`src/rtl/assert_macros.svh`:
```
// ---------------------------------------------------------------------------
// Assertion macros
// Shared concurrent assertion forms for the frame sync finder RTL.
// ---------------------------------------------------------------------------
`ifndef ASSERT_MACROS_SVH
`define ASSERT_MACROS_SVH

// Same-cycle implication, disabled during reset.
`define ASSERT_IMPL(label, clk, rst, ante, cons) \
   label: assert property (@(posedge clk) disable iff (rst) (ante) |-> (cons)) \
      else $error("assertion failed: same-cycle implication");

// Next-cycle implication, disabled during reset.
`define ASSERT_NEXT(label, clk, rst, ante, cons) \
   label: assert property (@(posedge clk) disable iff (rst) (ante) |=> (cons)) \
      else $error("assertion failed: next-cycle implication");

`endif

```
`src/rtl/mafs_pkg.sv`:
```
// ---------------------------------------------------------------------------
// mafs_pkg
// Types and constants shared by the MPEG audio frame sync finder.
// ---------------------------------------------------------------------------
package mafs_pkg;

   // search phases
   localparam logic [2:0] PH_COLLECT_FIRST     = 3'd0;
   localparam logic [2:0] PH_TAG_HEADER        = 3'd1;
   localparam logic [2:0] PH_TAG_SKIP          = 3'd2;
   localparam logic [2:0] PH_COLLECT_AFTER_TAG = 3'd3;
   localparam logic [2:0] PH_AID_LEN           = 3'd4;
   localparam logic [2:0] PH_AID_SKIP          = 3'd5;
   localparam logic [2:0] PH_SCAN              = 3'd6;
   localparam logic [2:0] PH_DONE              = 3'd7;

   localparam int unsigned COUNT_W = 28;

   localparam logic [31:0] ALL_ONES = 32'hFFFF_FFFF;
   localparam logic [31:0] AID_MARK = 32'h4169_4401;
   localparam logic [23:0] ID3_MARK = 24'h49_4433;
   localparam logic [31:0] TAG_HDR_LEN = 32'd10;
   localparam logic [15:0] AID_HDR_LEN = 16'd6;

   // expected_layer register values
   localparam logic [1:0] LAYER_1 = 2'd1;
   localparam logic [1:0] LAYER_2 = 2'd2;
   localparam logic [1:0] LAYER_3 = 2'd3;
   localparam logic [1:0] LAYER_RESET = LAYER_3;

   // layer field codes in header byte 1, bits 2:1
   localparam logic [1:0] LCODE_L1 = 2'b11;
   localparam logic [1:0] LCODE_L2 = 2'b10;
   localparam logic [1:0] LCODE_L3 = 2'b01;

   localparam logic [1:0] VER_RESERVED = 2'b01;
   localparam logic [1:0] VER_MPEG1    = 2'b11;
   localparam logic [1:0] EMPH_RESERVED = 2'b10;

   // forbidden channel-mode mask per bitrate index for MPEG-1 layer II
   localparam logic [3:0] L2_FORBIDDEN [16] = '{
      4'd0, 4'd7, 4'd7, 4'd7, 4'd0, 4'd7, 4'd0, 4'd0,
      4'd0, 4'd0, 4'd0, 4'd8, 4'd8, 4'd8, 4'd8, 4'd8
   };

   typedef struct packed {
      logic step;     // data byte transfer
      logic restart;  // restart transfer
   } req_ctl_type;

   typedef struct packed {
      logic        valid;
      logic [31:0] header;
      logic [31:0] offset;
      logic [31:0] tag_end;
      logic        free_format;
   } hit_type;

endpackage

```
`src/rtl/mafs_hdr_check.sv`:
```
// ---------------------------------------------------------------------------
// mafs_hdr_check
// Validity check of a 4-byte MPEG audio frame header candidate.
// ---------------------------------------------------------------------------
module mafs_hdr_check
   import mafs_pkg::*;
(
   input  logic [31:0] window,
   input  logic [1:0]  expected_layer,
   output logic        header_ok
);

   logic [7:0] b0, b1, b2, b3;
   logic [1:0] want_code;
   logic       layer_valid;
   logic [1:0] lay;
   logic [3:0] forbid;
   logic       l2_conflict;

   assign b0  = window[31:24];
   assign b1  = window[23:16];
   assign b2  = window[15:8];
   assign b3  = window[7:0];
   assign lay = b1[2:1];

   always_comb begin
      want_code   = LCODE_L3;
      layer_valid = 1'b1;
      unique case (expected_layer)
         LAYER_1: want_code = LCODE_L1;
         LAYER_2: want_code = LCODE_L2;
         LAYER_3: want_code = LCODE_L3;
         default: layer_valid = 1'b0;
      endcase
   end

   assign forbid      = L2_FORBIDDEN[b2[7:4]];
   assign l2_conflict = (b1[4:3] == VER_MPEG1) && (lay == LCODE_L2) && forbid[b3[7:6]];

   assign header_ok = (b0 == 8'hFF) && (b1[7:5] == 3'b111) && (b1[4:3] != VER_RESERVED)
                   && layer_valid && (lay == want_code) && (b2[7:4] != 4'hF)
                   && (b2[3:2] != 2'b11) && !l2_conflict && (b3[1:0] != EMPH_RESERVED);

endmodule

```
`src/rtl/mafs_scanner.sv`:
```
// ---------------------------------------------------------------------------
// mafs_scanner
// Search state: tag and AiD skipping, sliding header window, positions.
// ---------------------------------------------------------------------------
`include "assert_macros.svh"

module mafs_scanner
   import mafs_pkg::*;
(
   input  logic        clock,
   input  logic        reset,
   input  req_ctl_type ctl,
   input  logic [7:0]  data_byte,
   input  logic [1:0]  expected_layer,
   output hit_type     hit
);

   logic [2:0]         phase_ff, phase_in;
   logic [31:0]        window_ff, window_in;
   logic [COUNT_W-1:0] count_ff, count_in;
   logic [31:0]        pos_ff, pos_in;
   logic [31:0]        tag_end_ff, tag_end_in;

   logic [31:0]        shifted;
   logic [31:0]        tag_win;
   logic [15:0]        aid_len;
   logic [COUNT_W-1:0] count_inc, count_dec;
   logic               hdr_ok;

   assign shifted   = {window_ff[23:0], data_byte};
   assign tag_win   = {window_ff[24:0], data_byte[6:0]};
   assign aid_len   = {data_byte, window_ff[7:0]};
   assign count_inc = count_ff + 1'b1;
   assign count_dec = (count_ff != '0) ? count_ff - 1'b1 : count_ff;

   mafs_hdr_check u_hdr_check (
      .window         (shifted),
      .expected_layer (expected_layer),
      .header_ok      (hdr_ok)
   );

   always_comb begin
      phase_in   = phase_ff;
      window_in  = window_ff;
      count_in   = count_ff;
      pos_in     = pos_ff;
      tag_end_in = tag_end_ff;
      hit        = '0;
      if (ctl.restart) begin
         phase_in   = PH_COLLECT_FIRST;
         window_in  = '0;
         count_in   = '0;
         pos_in     = '0;
         tag_end_in = '0;
      end else if (ctl.step) begin
         if (pos_ff != ALL_ONES) begin
            pos_in = pos_ff + 32'd1;
         end
         unique case (phase_ff)
            PH_COLLECT_FIRST, PH_COLLECT_AFTER_TAG, PH_SCAN: begin
               window_in = shifted;
               if (phase_ff != PH_SCAN || count_ff < COUNT_W'(4)) begin
                  count_in = count_inc;
               end
               if (count_in >= COUNT_W'(4)) begin
                  if (phase_ff == PH_COLLECT_FIRST && shifted[31:8] == ID3_MARK) begin
                     phase_in  = PH_TAG_HEADER;
                     count_in  = '0;
                     window_in = '0;
                  end else if (phase_ff != PH_SCAN && shifted == AID_MARK) begin
                     phase_in  = PH_AID_LEN;
                     count_in  = '0;
                     window_in = '0;
                  end else if (hdr_ok) begin
                     phase_in  = PH_DONE;
                     hit.valid = 1'b1;
                  end else begin
                     phase_in = PH_SCAN;
                     count_in = COUNT_W'(4);
                  end
               end
            end
            PH_TAG_HEADER: begin
               if (count_ff >= COUNT_W'(2)) begin
                  window_in = tag_win;
               end
               count_in = count_inc;
               if (count_inc >= COUNT_W'(6)) begin
                  tag_end_in = TAG_HDR_LEN + window_in;
                  if (window_in == '0) begin
                     phase_in = PH_COLLECT_AFTER_TAG;
                     count_in = '0;
                  end else begin
                     phase_in = PH_TAG_SKIP;
                     count_in = window_in[COUNT_W-1:0];
                  end
                  window_in = '0;
               end
            end
            PH_TAG_SKIP: begin
               count_in = count_dec;
               if (count_dec == '0) begin
                  phase_in  = PH_COLLECT_AFTER_TAG;
                  window_in = '0;
               end
            end
            PH_AID_LEN: begin
               if (count_ff == '0) begin
                  window_in = {24'd0, data_byte};
                  count_in  = COUNT_W'(1);
               end else if (aid_len > AID_HDR_LEN) begin
                  phase_in  = PH_AID_SKIP;
                  count_in  = COUNT_W'(aid_len - AID_HDR_LEN);
                  window_in = '0;
               end else begin
                  phase_in  = PH_SCAN;
                  count_in  = '0;
                  window_in = '0;
               end
            end
            PH_AID_SKIP: begin
               count_in = count_dec;
               if (count_dec == '0) begin
                  phase_in  = PH_SCAN;
                  window_in = '0;
               end
            end
            PH_DONE: begin
               phase_in = PH_DONE;
            end
            default: begin
               phase_in = PH_DONE;
            end
         endcase
      end
      // offset counts the header's first byte from the advanced position
      hit.header      = shifted;
      hit.offset      = (pos_in == ALL_ONES) ? ALL_ONES : pos_in - 32'd4;
      hit.tag_end     = tag_end_ff;
      hit.free_format = (shifted[15:12] == 4'h0);
   end

   always_ff @(posedge clock) begin
      if (reset) begin
         phase_ff   <= PH_COLLECT_FIRST;
         window_ff  <= '0;
         count_ff   <= '0;
         pos_ff     <= '0;
         tag_end_ff <= '0;
      end else begin
         phase_ff   <= phase_in;
         window_ff  <= window_in;
         count_ff   <= count_in;
         pos_ff     <= pos_in;
         tag_end_ff <= tag_end_in;
      end
   end

   `ASSERT_NEXT(a_hit_then_done, clock, reset, hit.valid, phase_ff == PH_DONE)
   `ASSERT_NEXT(a_done_holds, clock, reset, phase_ff == PH_DONE && !ctl.restart,
                phase_ff == PH_DONE)
   `ASSERT_NEXT(a_pos_saturates, clock, reset, pos_ff == ALL_ONES && !ctl.restart,
                pos_ff == ALL_ONES)

endmodule

```
`src/rtl/mpeg_audio_frame_sync_finder_core.sv`:
```
// ---------------------------------------------------------------------------
// mpeg_audio_frame_sync_finder_core
// Locates the first valid MPEG audio frame header in a byte stream.
// ---------------------------------------------------------------------------
// Usage:
//   req_*  : stream input. req_tdata carries one stream byte, req_tuser says
//            whether the transfer is a data byte (0) or a restart (1). A
//            restart clears the search state and consumes no byte.
//   rsp_*  : one transfer per header found: header word, its byte offset,
//            the end offset of a leading ID3v2 tag, and the free-format flag.
//   csr_*  : write of expected_layer (1..3); write only while idle.
// The block skips a leading ID3v2 tag and an optional AiD block, then slides
// a 4-byte window until the header checks pass. After a find, data bytes are
// dropped until a restart.
// Throughput: one input transfer per clock while req_tready is high. Each
// byte updates the search state; the result lands in the output register
// in the cycle after the byte that completes the header.
// Reset: search state clears, expected_layer returns to 3, output empties.
// Stall: when the output register holds a result and rsp_tready is low,
// req_tready drops; it stays high whenever the output register is empty or
// being drained in the same cycle.
// ---------------------------------------------------------------------------
`include "assert_macros.svh"

module mpeg_audio_frame_sync_finder_core
   import mafs_pkg::*;
(
   input  logic        clock,
   input  logic        reset,
   // input stream
   input  logic        req_tvalid,
   output logic        req_tready,
   input  logic [7:0]  req_tdata,   // [7:0] data_byte
   input  logic        req_tuser,   // [0] kind
   // result stream
   output logic        rsp_tvalid,
   input  logic        rsp_tready,
   output logic [95:0] rsp_tdata,   // [31:0] frame_header, [63:32] header_offset,
                                    // [95:64] tag_end_offset
   output logic        rsp_tuser,   // [0] free_format
   // configuration write
   input  logic        csr_valid,
   output logic        csr_ready,
   input  logic [1:0]  csr_data     // expected_layer
);

   logic [1:0]  expected_layer_ff;
   logic        rsp_valid_ff, rsp_valid_in;
   logic [95:0] rsp_data_ff;
   logic        rsp_user_ff;
   req_ctl_type ctl;
   hit_type     hit;
   logic        req_xfer;

   // accept input whenever the output register is free or draining now
   assign req_tready  = !rsp_valid_ff || rsp_tready;
   assign req_xfer    = req_tvalid && req_tready;
   assign ctl         = '{step: req_xfer && !req_tuser, restart: req_xfer && req_tuser};
   assign csr_ready   = 1'b1;

   mafs_scanner u_scanner (
      .clock          (clock),
      .reset          (reset),
      .ctl            (ctl),
      .data_byte      (req_tdata),
      .expected_layer (expected_layer_ff),
      .hit            (hit)
   );

   // hold the result until the receiver takes it
   always_comb begin
      rsp_valid_in = rsp_valid_ff;
      if (hit.valid) begin
         rsp_valid_in = 1'b1;
      end else if (rsp_tready) begin
         rsp_valid_in = 1'b0;
      end
   end

   always_ff @(posedge clock) begin
      if (reset) begin
         rsp_valid_ff      <= 1'b0;
         expected_layer_ff <= LAYER_RESET;
      end else begin
         rsp_valid_ff <= rsp_valid_in;
         if (csr_valid && csr_ready) begin
            expected_layer_ff <= csr_data;
         end
      end
   end

   // payload: load on a find, no reset needed
   always_ff @(posedge clock) begin
      if (hit.valid) begin
         rsp_data_ff <= {hit.tag_end, hit.offset, hit.header};
         rsp_user_ff <= hit.free_format;
      end
   end

   assign rsp_tvalid = rsp_valid_ff;
   assign rsp_tdata  = rsp_data_ff;
   assign rsp_tuser  = rsp_user_ff;

   `ASSERT_IMPL(a_stall_only_when_full, clock, reset, !req_tready, rsp_valid_ff && !rsp_tready)

endmodule
```
`config.mk`:
```
export PLATFORM = sky130hd
export DESIGN_NAME = mpeg_audio_frame_sync_finder_core
export DESIGN_NICKNAME = d
export VERILOG_FILES = /design/src/rtl/mafs_pkg.sv /design/src/rtl/mafs_hdr_check.sv /design/src/rtl/mafs_scanner.sv /design/src/rtl/mpeg_audio_frame_sync_finder_core.sv
export VERILOG_INCLUDE_DIRS = /design/src /design/src/rtl
export SDC_FILE = /design/constraint.sdc
export NUM_CORES = 1
export LEC_CHECK = 0
export ABC_AREA = 1
export BUFFER_PORTS_ARGS = -buffer_cell sky130_fd_sc_hd__buf_2
export CORE_MARGIN = 2
export CORE_UTILIZATION = 35
export CTS_CLUSTER_DIAMETER = 60
export CTS_CLUSTER_SIZE = 8
export DETAILED_ROUTE_END_ITERATION = 12
export HOLD_SLACK_MARGIN = 0.05
export SLEW_MARGIN = 20
export SYNTH_ARGS = -nofsm -noshare
export SYNTH_HDL_FRONTEND = slang
export SYNTH_HIERARCHICAL = 1
export SYNTH_SLANG_ARGS = --single-unit
```
`constraint.sdc`:
```
create_clock -name clock -period 11 [get_ports clock]
set_input_delay 2.2 -clock clock [delete_from_list [all_inputs] [get_ports clock]]
set_output_delay 2.2 -clock clock [all_outputs]
set_load 0.1 [all_outputs]
```
==> metrics.md <==
| Metric | Value |
|---|---|
| Status | `completed` |
| Crit-path max FO | `3` |
| DR WL/cell | `18.6 microns` |
| Synth warn | `6` |
| Worst Reg-to-Reg Cells | `16` |
| Post-CTS Hold Fix Bufs | `0` |
| Worst setup path class | `input port to output port` |
| Hold Startpoint | `u_scanner/tag_end_ff[2]` |
| Pin count of the biggest net entering global routing | `82` |
| Worst setup path start | `rsp_tready` |
| Initial antenna violation count | `1` |
| Area growth, synth to finish | `10.6%` |
| Crit path largest cell delay | `0.43 ns` |
| Initial core utilization | `35.7%` |
| Fin Hold WS | `0.428 ns` |
| Power Total | `2.56 mW` |
| Footprint of the multi-input gates | `8910 sq um` |
| R2R Path Start | `u_scanner/count_ff[0]` |
| Final setup vio count | `0` |
| Routability cong. | `1.00` |
| Core ar. | `45,600 sq um` |
| Worst VDD drop | `0.0921 mV` |
| CTS tree | `built` |
| # clock sinks | `227` |
| Final period utilization | `45.6%` |
| Worst path bufs/invs | `3` |
| Initial DRC count | `1,669` |
| FF-to-FF setup slack | `6.39 ns` |
| Final nets | `2,482` |
| CTS Buf Count | `37` |
| Clk_lat worst skew | `0.55 ns` |
| Post-cts resize count | `0` |
| Yosys cell types | `53` |
| Worst Hold Class | `flip-flop to flip-flop` |
| First-pass GRT wire length | `88.5 mm` |
| CTS clk-pin slew, worst paths | `0.05 ns` |
| Final slew viol count | `0` |
| Hold Path Depth | `0` |
| Worst Setup Start Kind | `input port` |
| H-tree lvl count | `2` |
| Drt first pass iters | `7` |
| Critical path cell sequence | `buf_2 > inv_1 > nand2_2 > buf_2` |
| RR Endpoint | `u_scanner/window_ff[17]` |
| Hold Fails Final Rpt | `0` |
| Final min period | `5.01 ns` |
| Post-DP Area | `16,800 sq um` |
| Final wirelength | `57.5 mm` |
| Worst Tran Pin Value | `1.06 ns` |
| Share of layout cells above drive strength 1 | `12.8%` |
| Clk Tree Root Cell | `clkbuf_16` |
| Arr. time, crit path | `2.81 ns` |
| Most frequent CP cell | `buf_2` |
| DRC viols | `0` |
| Maximum clock insertion buffer count | `3` |
| Fillers | `4,826` |
| Port Buffers | `114` |
| GR Overflow Total | `0` |
| Synth Instances | `2,423` |
| Chip Width | `219 microns` |
| Number of flops mapped to enable cells by yosys | `97` |
| Max Cap Viol | `0` |
| Vias in the first global route | `15,200` |
| Syn Area/Cell | `6.71 sq um` |
| Synth Flop Type | `dfxtp_1` |
| Yosys reg bits | `227` |
| CP max-delay cell | `buf_2` |
| CP top delay family | `buffers and inverters` |
| Critical path capture point type | `output port` |
| Slew headroom | `29.2%` |
| Total negative slack | `0 ns` |
| Post-Synthesis Net Count | `2,450` |
| Std-Cell Rows | `78` |
| Drt via density | `5.28` |
| Post-DP HPWL | `42.4 mm` |
| Critical Path RT | `8.80 ns` |
| Leakage Power | `7.47 nW` |
| Mapped cell area | `16,300 sq um` |
| Hold EP | `rsp_tdata[66]` |
| Post-route antenna net violation count | `0` |
| Final Cell Area | `18,000 sq um` |
| Max Fclk | `199 MHz` |
| Fraction of registers with async set or reset after synthesis | `0%` |
| RSZ-0062 raised after global routing | `false` |
| Sequential Area | `5520 sq um` |
| DR vias | `16,300` |
| Post-CTS Setup Repair Bufs | `0` |
| Die Area | `48,200 sq um` |
| I/O pins | `116` |
| PD cells | `143 nW/um^2` |
| DIE HEIGHT | `219 microns` |
| GRT Util Overall | `23.7%` |
| Layout Skew | `0.0354 ns` |
| Register area share after synthesis | `33.9%` |
-- synthesized netlist by cell type, types with 2 or more instances --
master | n | area (sq um)
a21oi_1 | 67 | 335
a31oi_1 | 6 | 37.5
and2_1 | 3 | 18.8
buf_1 | 12 | 45.0
buf_2 | 34 | 170
buf_4 | 40 | 300
buf_6 | 11 | 124
buf_8 | 6 | 90.1
clkbuf_1 | 31 | 116
clkinv_1 | 4 | 15.0
dfxtp_1 | 130 | 2600
edfxtp_1 | 97 | 2910
ha_1 | 11 | 138
inv_1 | 239 | 897
inv_2 | 21 | 78.8
nand2_1 | 637 | 2390
nand2_2 | 16 | 100
nand2_4 | 4 | 45.0
nand3_1 | 203 | 1020
nand3_2 | 5 | 50.1
nand3b_1 | 7 | 52.6
nand4_1 | 74 | 463
nor2_1 | 365 | 1370
nor2_2 | 34 | 213
nor2_4 | 17 | 191
nor3_1 | 52 | 260
nor3_2 | 3 | 30.0
nor4_1 | 7 | 43.8
o211ai_1 | 41 | 308
o21ai_0 | 58 | 290
o21ai_1 | 22 | 110
o21ai_2 | 26 | 228
o21ai_4 | 3 | 48.8
o21bai_1 | 2 | 15.0
o22ai_1 | 25 | 156
o32ai_1 | 3 | 26.3
or2_2 | 4 | 25.0
xnor2_1 | 12 | 105
xor2_1 | 77 | 674
-- state kept, by name (all words and copies together), names as in the netlist --
| register | flops |
|---|---|
| u_scanner/count_ff | 28 |
| u_scanner/tag_end_ff | 32 |
| u_scanner/pos_ff | 32 |
| rsp_tvalid | 1 |
| u_scanner/window_ff | 32 |
| expected_layer_ff | 2 |
| rsp_tdata | 96 |
| rsp_tuser | 1 |
| u_scanner/phase_ff | 3 |
-- how the worst max path moves through the flow --
stage	end	cells after the start	slack [ns]
floorplan	rsp_tdata[0]	7	0.54
global placement	rsp_tdata[11]	13	5.68
detailed placement	rsp_tuser	13	5.60
CTS	req_tready	4	5.98
global route	rsp_tvalid	15	5.89
finish	req_tready	4	5.99
-- layout by cell type, fill, tap and decap left out, types with 2 or more instances in the layout --
| cell type | instances |
|---|---|
| o22ai_1 | 25 |
| nand2_2 | 16 |
| o21ai_2 | 26 |
| ha_1 | 11 |
| nand2_1 | 637 |
| nor2_2 | 33 |
| dfxtp_1 | 130 |
| clkbuf_8 | 2 |
| or2_2 | 4 |
| o21ai_0 | 58 |
| inv_1 | 239 |
| nand3_1 | 203 |
| clkbuf_1 | 19 |
| nor4_1 | 7 |
| edfxtp_1 | 97 |
| o21bai_1 | 2 |
| nor3_1 | 51 |
| buf_4 | 14 |
| o32ai_1 | 3 |
| clkinv_2 | 2 |
| nor2_4 | 20 |
| nand4_1 | 74 |
| a21oi_1 | 66 |
| inv_2 | 21 |
| o21ai_1 | 22 |
| o211ai_1 | 41 |
| xnor2_1 | 12 |
| nor3_2 | 4 |
| clkbuf_16 | 37 |
| xor2_1 | 77 |
| o21ai_4 | 3 |
| clkinv_8 | 2 |
| nand3b_1 | 7 |
| clkinv_1 | 6 |
| nand2_4 | 4 |
| nand3_2 | 5 |
| buf_2 | 114 |
| and2_1 | 3 |
| a31oi_1 | 6 |
| nor2_1 | 363 |
-- layer usage --
layer	wire length, microns	track usage (%)	share of wire [%]
met2	25700	37.3	45
met5	0	0	0
met1	26300	33.2	46
met3	4100	3.88	7.1
met4	1400	7.05	2.4
-- stage by stage --
stage	util (%)	std cells	setup slack, ns
3_5_place_dp	37.0	3016	5.60
6_report	39.4	3084	5.99
5_1_grt	39.4	3083	5.89
2_1_floorplan	-	2423	0.542
4_1_cts	39.4	3083	5.98
3_3_place_gp	37.0	3016	5.68
-- final cells by class --
class,count,area share (%)
multi-input combinational,1796,49.6
sequential,227,30.7
clock buffer,58,5.70
inverter,265,5.54
tap,600,4.18
timing repair buffer,128,3.76
clock inverter,9,0.557
antenna,1,0.0139
-- kinds of logic after synthesis --
kind of cell             share of synthesized area, %
XOR/XNOR                                         4.80
AO/OA/AOI/OAI                                    9.95
AND/OR/NAND/NOR                                  39.0
adder cells (fa/ha/maj)                         0.847
flip-flops                                       33.9
buffers and inverters                            11.5
other                                          0.0231
-- where the power goes --
part / internal (mW) / switching [mW]
sequential: 0.899 / 0.0424
combinational: 0.148 / 0.393
clock: 0.664 / 0.415
total: 1.71 / 0.851
(Power assumes the default switching activity.)
